<file path="src/design/ldpm_pkg.sv">
// Package for the lens distortion point mapper: fixed-point widths, the
// register index codes and the saturating helpers.
// Has no dependencies; every design file imports it.
`timescale 1ns / 1ps
`default_nettype none

package ldpm_pkg;

    // Widths of the public fields
    localparam int PIX_W     = 16;
    localparam int CFG_W     = 16;
    localparam int CFG_IDX_W = 3;

    // Q.20 working values: held within +-(2^47-1)
    localparam int Q_W       = 48;
    localparam int MAG_W     = 47;
    localparam int FRAC      = 20;
    localparam int COEF_FRAC = 12;
    localparam int SUM_W     = 51;   // room for four Q.20 terms plus one
    localparam int PROD_W    = 2 * MAG_W;
    localparam int WORD64    = 64;   // magnitude product limit of the format

    // Normalizing divider
    localparam int DIFF_W    = PIX_W + 5;
    localparam int DMAG_W    = DIFF_W - 1;
    localparam int DIV_W     = DMAG_W + FRAC;

    // Back mapping to pixels
    localparam int BACK_SH   = FRAC + 4;
    localparam int DPROD_W   = MAG_W + CFG_W;
    localparam int V_W       = 64;
    localparam int R_W       = V_W - BACK_SH;

    // Pipeline depth: divider input stage plus one stage per quotient bit,
    // the normalized coordinate register, then 27 stages to the output
    localparam int PIPE_LAT  = DIV_W + 29;

    typedef logic signed [Q_W-1:0]   q_t;
    typedef logic signed [SUM_W-1:0] sum_t;

    localparam q_t   Q_LIM   = q_t'(48'sh7FFF_FFFF_FFFF);
    localparam sum_t SUM_LIM = sum_t'(Q_LIM);
    localparam sum_t SUM_ONE = sum_t'(1) <<< FRAC;

    // Third radial coefficient, signed Q4.12, fixed at build time
    localparam logic signed [CFG_W-1:0] RADIAL_K3_Q12 = 16'sd0;

    typedef enum logic [CFG_IDX_W-1:0] {
        REG_CENTER_X      = 3'd0,
        REG_CENTER_Y      = 3'd1,
        REG_FOCAL_X       = 3'd2,
        REG_FOCAL_Y       = 3'd3,
        REG_RADIAL_K1     = 3'd4,
        REG_RADIAL_K2     = 3'd5,
        REG_TANGENTIAL_P1 = 3'd6,
        REG_TANGENTIAL_P2 = 3'd7
    } cfg_reg_t;

    // Sign extend a Q.20 value for summing
    function automatic sum_t ext_q(input q_t a);
        return sum_t'(a);
    endfunction

    // Sign extend a Q4.12 coefficient to the working width
    function automatic q_t coef_q(input logic signed [CFG_W-1:0] k);
        return q_t'(k);
    endfunction

    // Clamp a sum to +-(2^47-1)
    function automatic q_t sat_q(input sum_t v);
        if (v > SUM_LIM) begin
            return Q_LIM;
        end else if (v < -SUM_LIM) begin
            return -Q_LIM;
        end
        return v[Q_W-1:0];
    endfunction

endpackage

`default_nettype wire

</file>
<file path="src/design/ldpm_div.sv">
// Pipelined restoring divider: one quotient bit per stage, sign carried along.
// Depends on ldpm_pkg for widths.
`timescale 1ns / 1ps
`default_nettype none

module ldpm_div import ldpm_pkg::*; (
    input  logic              aclk,
    input  logic              en,
    input  logic [DMAG_W-1:0] mag_in,
    input  logic              neg_in,
    input  logic [CFG_W-1:0]  divisor,
    output logic [DIV_W-1:0]  quo,
    output logic              neg
);

    logic [CFG_W-1:0] rem_reg [0:DIV_W];
    logic [DIV_W-1:0] num_reg [0:DIV_W];
    logic [DIV_W-1:0] quo_reg [0:DIV_W];
    logic             neg_reg [0:DIV_W];

    // Input stage: dividend is the magnitude scaled by 2^20
    always_ff @(posedge aclk) begin
        if (en) begin
            rem_reg[0] <= '0;
            num_reg[0] <= {mag_in, {FRAC{1'b0}}};
            quo_reg[0] <= '0;
            neg_reg[0] <= neg_in;
        end
    end

    // One compare and subtract per stage
    for (genvar g = 1; g <= DIV_W; g++) begin : g_step
        logic [CFG_W:0] trial;
        logic           ge;
        logic [CFG_W:0] diff;

        always_comb begin
            trial = {rem_reg[g-1], num_reg[g-1][DIV_W-1]};
            ge    = trial >= {1'b0, divisor};
            diff  = trial - {1'b0, divisor};
        end

        always_ff @(posedge aclk) begin
            if (en) begin
                rem_reg[g] <= ge ? diff[CFG_W-1:0] : trial[CFG_W-1:0];
                num_reg[g] <= {num_reg[g-1][DIV_W-2:0], 1'b0};
                quo_reg[g] <= {quo_reg[g-1][DIV_W-2:0], ge};
                neg_reg[g] <= neg_reg[g-1];
            end
        end
    end

    assign quo = quo_reg[DIV_W];
    assign neg = neg_reg[DIV_W];

endmodule

`default_nettype wire

</file>
<file path="config.mk">
export PLATFORM = sky130hd
export DESIGN_NAME = ldpm_div
export DESIGN_NICKNAME = d
export VERILOG_FILES = /design/src/design/ldpm_pkg.sv /design/src/design/ldpm_div.sv
export SDC_FILE = /design/constraint.sdc
export NUM_CORES = 2
export LEC_CHECK = 0
export BUFFER_PORTS_ARGS = -buffer_cell sky130_fd_sc_hd__buf_2
export CAP_MARGIN = 20
export CORE_ASPECT_RATIO = 1.4
export CORE_UTILIZATION = 29
export CTS_BUF_LIST = sky130_fd_sc_hd__clkbuf_4 sky130_fd_sc_hd__clkbuf_8 sky130_fd_sc_hd__clkbuf_16
export DETAILED_ROUTE_END_ITERATION = 10
export PLACE_DENSITY_LB_ADDON = 0.15
export SETUP_SLACK_MARGIN = 0.02
export SLEW_MARGIN = 25
export SYNTH_ARGS = -nofsm -noshare
export SYNTH_HDL_FRONTEND = slang
export SYNTH_SLANG_ARGS = --single-unit
</file>
<file path="constraint.sdc">
create_clock -name aclk -period 7.93 [get_ports aclk]
set_clock_uncertainty 0.15 [all_clocks]
set_input_delay 0.793 -clock aclk [delete_from_list [all_inputs] [get_ports aclk]]
set_output_delay 0.793 -clock aclk [all_outputs]
set_load 0.005 [all_outputs]
</file>
==> impl_metrics.tcl <==
set metrics [dict create \
    post_drt_wl_per_cell_um 18.6 \
    r2r_end "rem_reg[0][188]" \
    final_cells 10717 \
    hold_start "quo_reg[1][84]" \
    drive_gt1_frac 0.110 \
    synth_flop_cell "edfxtp_1" \
    htree_levels 4 \
    ys_warn_count 0 \
    crit_path_end_kind "flip-flop" \
    overflow 0 \
    dr_total_vias 51461 \
    slew_headroom 0.306 \
    numCtsBuffers 196 \
    crit_chain "buf_4 > inv_2 > buf_12 > ha_1 > nor2b_1 > o21ai_0 > a21boi_0 > o31ai_1 > a41oi_1 > o21ai_0 > and2_1 > inv_1 > mux2_2" \
    io_pins 80 \
    nets 7372 \
    die_y_um 642 \
    cts_hold_buffers 21 \
    worst_pin_slew_ns 1.04 \
    holdPathEnd "quo_reg[1][125]" \
    peakVddDrop_mv 0.191 \
    startpoint_type "primary input" \
    mostFrequentLayoutCells "edfxtp_1, ha_1, nand2_1" \
    crit_required_ns 8.34 \
    fp.dieW_um 459 \
    dp_hpwl_um 132000 \
    setup_tns_ns 0 \
    via_per_inst 4.80 \
    ys_seq_area_frac 0.601 \
    finalSetupViolCount 0 \
    ys_seq_elements 1695 \
    timing.rr.start "rem_reg[0][162]" \
    start_util 0.292 \
    rows 234 \
    post_cts_buffers 0 \
    final_util 0.332 \
    syn_area_sq_mm 0.0847 \
    clockBufferDepth 4 \
    worstPathArrival_ns 5.07 \
    ant_nets 0 \
    dieArea_sq_mm 0.294 \
    timing.max_cap.violations 0 \
    grt_use_total 0.133 \
    clk_pin_slew_ns 0.06 \
    largest_reg_flops 820 \
    drv_slew 0 \
    synth_area_per_cell_sq_um 13.1 \
    slowest_stage "and2_1" \
    hold_violations 0 \
    cellLeakagePower_nw 35.5 \
    wirelength_um 199000 \
    synthArstFlopShare 0 \
    cts_resized 0 \
    grt_max_degree 165 \
    cts-root-buf "clkbuf_16" \
    rsz0062_at_grt "false" \
    port_buffers 79 \
    first_iter_violations 3067 \
    period_minus_slack_ns 4.65 \
    period_share 0.587 \
    placed_cells 10344 \
    cts_sinks 1695 \
    synth_edf_count 1695 \
    outcome "finished, final reports clean" \
    area_growth_pct 13.7 \
    gp_congestion 0.850 \
    powerDensity_mw_per_mm2 404 \
    grt_pass1_wl_um 304000 \
    hold_path_class "reg -> reg" \
    r2r_slack_ns 3.86 \
    core_area_sq_mm 0.290 \
    critPathMostFrequentCell "o21ai_0" \
    synth_cell_types 93 \
    cp_slowest_stage_delay_ns 0.74 \
    final_common_cell "edfxtp_1" \
    fmax_mhz 215 \
    holdWs_ns 0.205 \
    path_max_fanout 28 \
    crit_type "in -> reg" \
    clk_latency_ns 0.86 \
    synth.net_count 7153 \
    antenna_found_initial 5 \
    syn_inst 6451 \
    cp-startpoint "divisor[1]" \
    cts_tree "yes" \
    first_pass_iters 6 \
    drc_errors 0 \
    hold_depth 0 \
    r2r_cells 10 \
    grt_pass1_vias 52379 \
]
## cell type report
type | count | area [sq um]
Antenna cell | 4 | 10.0
Multi-Input combinational cell | 4416 | 32400
Sequential cell | 1695 | 50900
Inverter | 204 | 768
Tap cell | 3894 | 4870
Fill cell | 28752 | 194000
Clock inverter | 121 | 1010
Timing Repair Buffer | 157 | 1210
Clock buffer | 226 | 5130
## synthesized netlist by cell type (10+ instances only)
master / count / share of area
a31oi_1: 37 / 0.0027
or4_1: 13 / 0.0012
buf_4: 44 / 0.0039
o21ai_1: 12 / 0.00071
mux2i_1: 36 / 0.0043
or3_1: 26 / 0.0019
o31ai_1: 53 / 0.0047
a21o_1: 139 / 0.012
o41ai_1: 15 / 0.0016
o31a_1: 31 / 0.0032
a21oi_1: 434 / 0.026
a211o_1: 19 / 0.0020
or2_2: 29 / 0.0021
and3_1: 24 / 0.0018
o311ai_0: 12 / 0.0012
nor4_1: 30 / 0.0022
edfxtp_1: 1695 / 0.60
a41oi_1: 18 / 0.0019
o211ai_1: 36 / 0.0032
nand2_1: 465 / 0.021
nand2b_1: 91 / 0.0067
mux2_2: 220 / 0.029
a21boi_0: 26 / 0.0023
o21a_1: 88 / 0.0078
nand4_1: 80 / 0.0059
nor3_1: 138 / 0.0082
buf_2: 26 / 0.0015
clkbuf_1: 59 / 0.0026
a31o_2: 11 / 0.0011
o21bai_1: 25 / 0.0022
o21ai_0: 442 / 0.026
inv_1: 201 / 0.0089
xor2_1: 165 / 0.017
xnor2_1: 253 / 0.026
nand3_1: 81 / 0.0048
a41o_1: 10 / 0.0012
and2_1: 27 / 0.0020
ha_1: 625 / 0.092
nor2_1: 345 / 0.015
nor2b_1: 115 / 0.0085
nand3b_1: 14 / 0.0012
fa_1: 38 / 0.0090
a211oi_1: 45 / 0.0040
## per-stage QoR
step           power [mW]  setup slack (ns)  cell area (sq um)
5_1_grt              41.8              2.88              96300
6_report             38.9              3.28              96300
4_1_cts              39.6              3.30              96300
2_1_floorplan        26.1              3.45              84700
3_5_place_dp         30.3              2.40              89900
3_3_place_gp         30.1              2.46              89900
## routing by layer
| metal | wire length (um) | track usage | vias up |
|---|---|---|---|
| li1 | - | - | 25093 |
| met1 | 82300 | 0.153 | 25107 |
| met2 | 102000 | 0.245 | 858 |
| met3 | 6780 | 0.0189 | 403 |
| met4 | 8020 | 0.0538 | 0 |
| met5 | 0 | 0 | - |
## worst max path at each step
stage / end
after floorplan: rem_reg[1][120]
after global placement: rem_reg[1][11]
after detailed placement: rem_reg[2][28]
after global routing: rem_reg[2][28]
final: rem_reg[2][28]
after CTS: rem_reg[1][8]
## cells by family (layout without fill, tap and decap cells)
logic type                 count (synthesis)  count (layout)  share of synthesized area
DFF                                     1695            1695                      0.601
AOI/OAI and AO/OA                       1561            1561                      0.117
and+or+nand+nor                         1513            1513                     0.0860
adders and majority gates                663             663                      0.101
xor gates and xnor gates                 418             418                     0.0432
buffers and inverters                    340             708                     0.0177
muxes                                    261             261                     0.0344
other                                      0               4                          0
## power breakdown
part	internal (mW)	leakage [nW]	total [mW]	switching (mW)
sequential	13.1	16.6	14.5	1.37
clock	5.10	3.06	8.84	3.73
combinational	6.87	15.8	15.6	8.72
## critical path, delay by kind of cell
family	cells	cell delay, ns
compound gates	5	1.35
buf+inv	4	1.29
simple gates	2	0.87
fa+ha+maj	1	0.34
mux	1	0.30
Power figures use the tool's default switching activity.
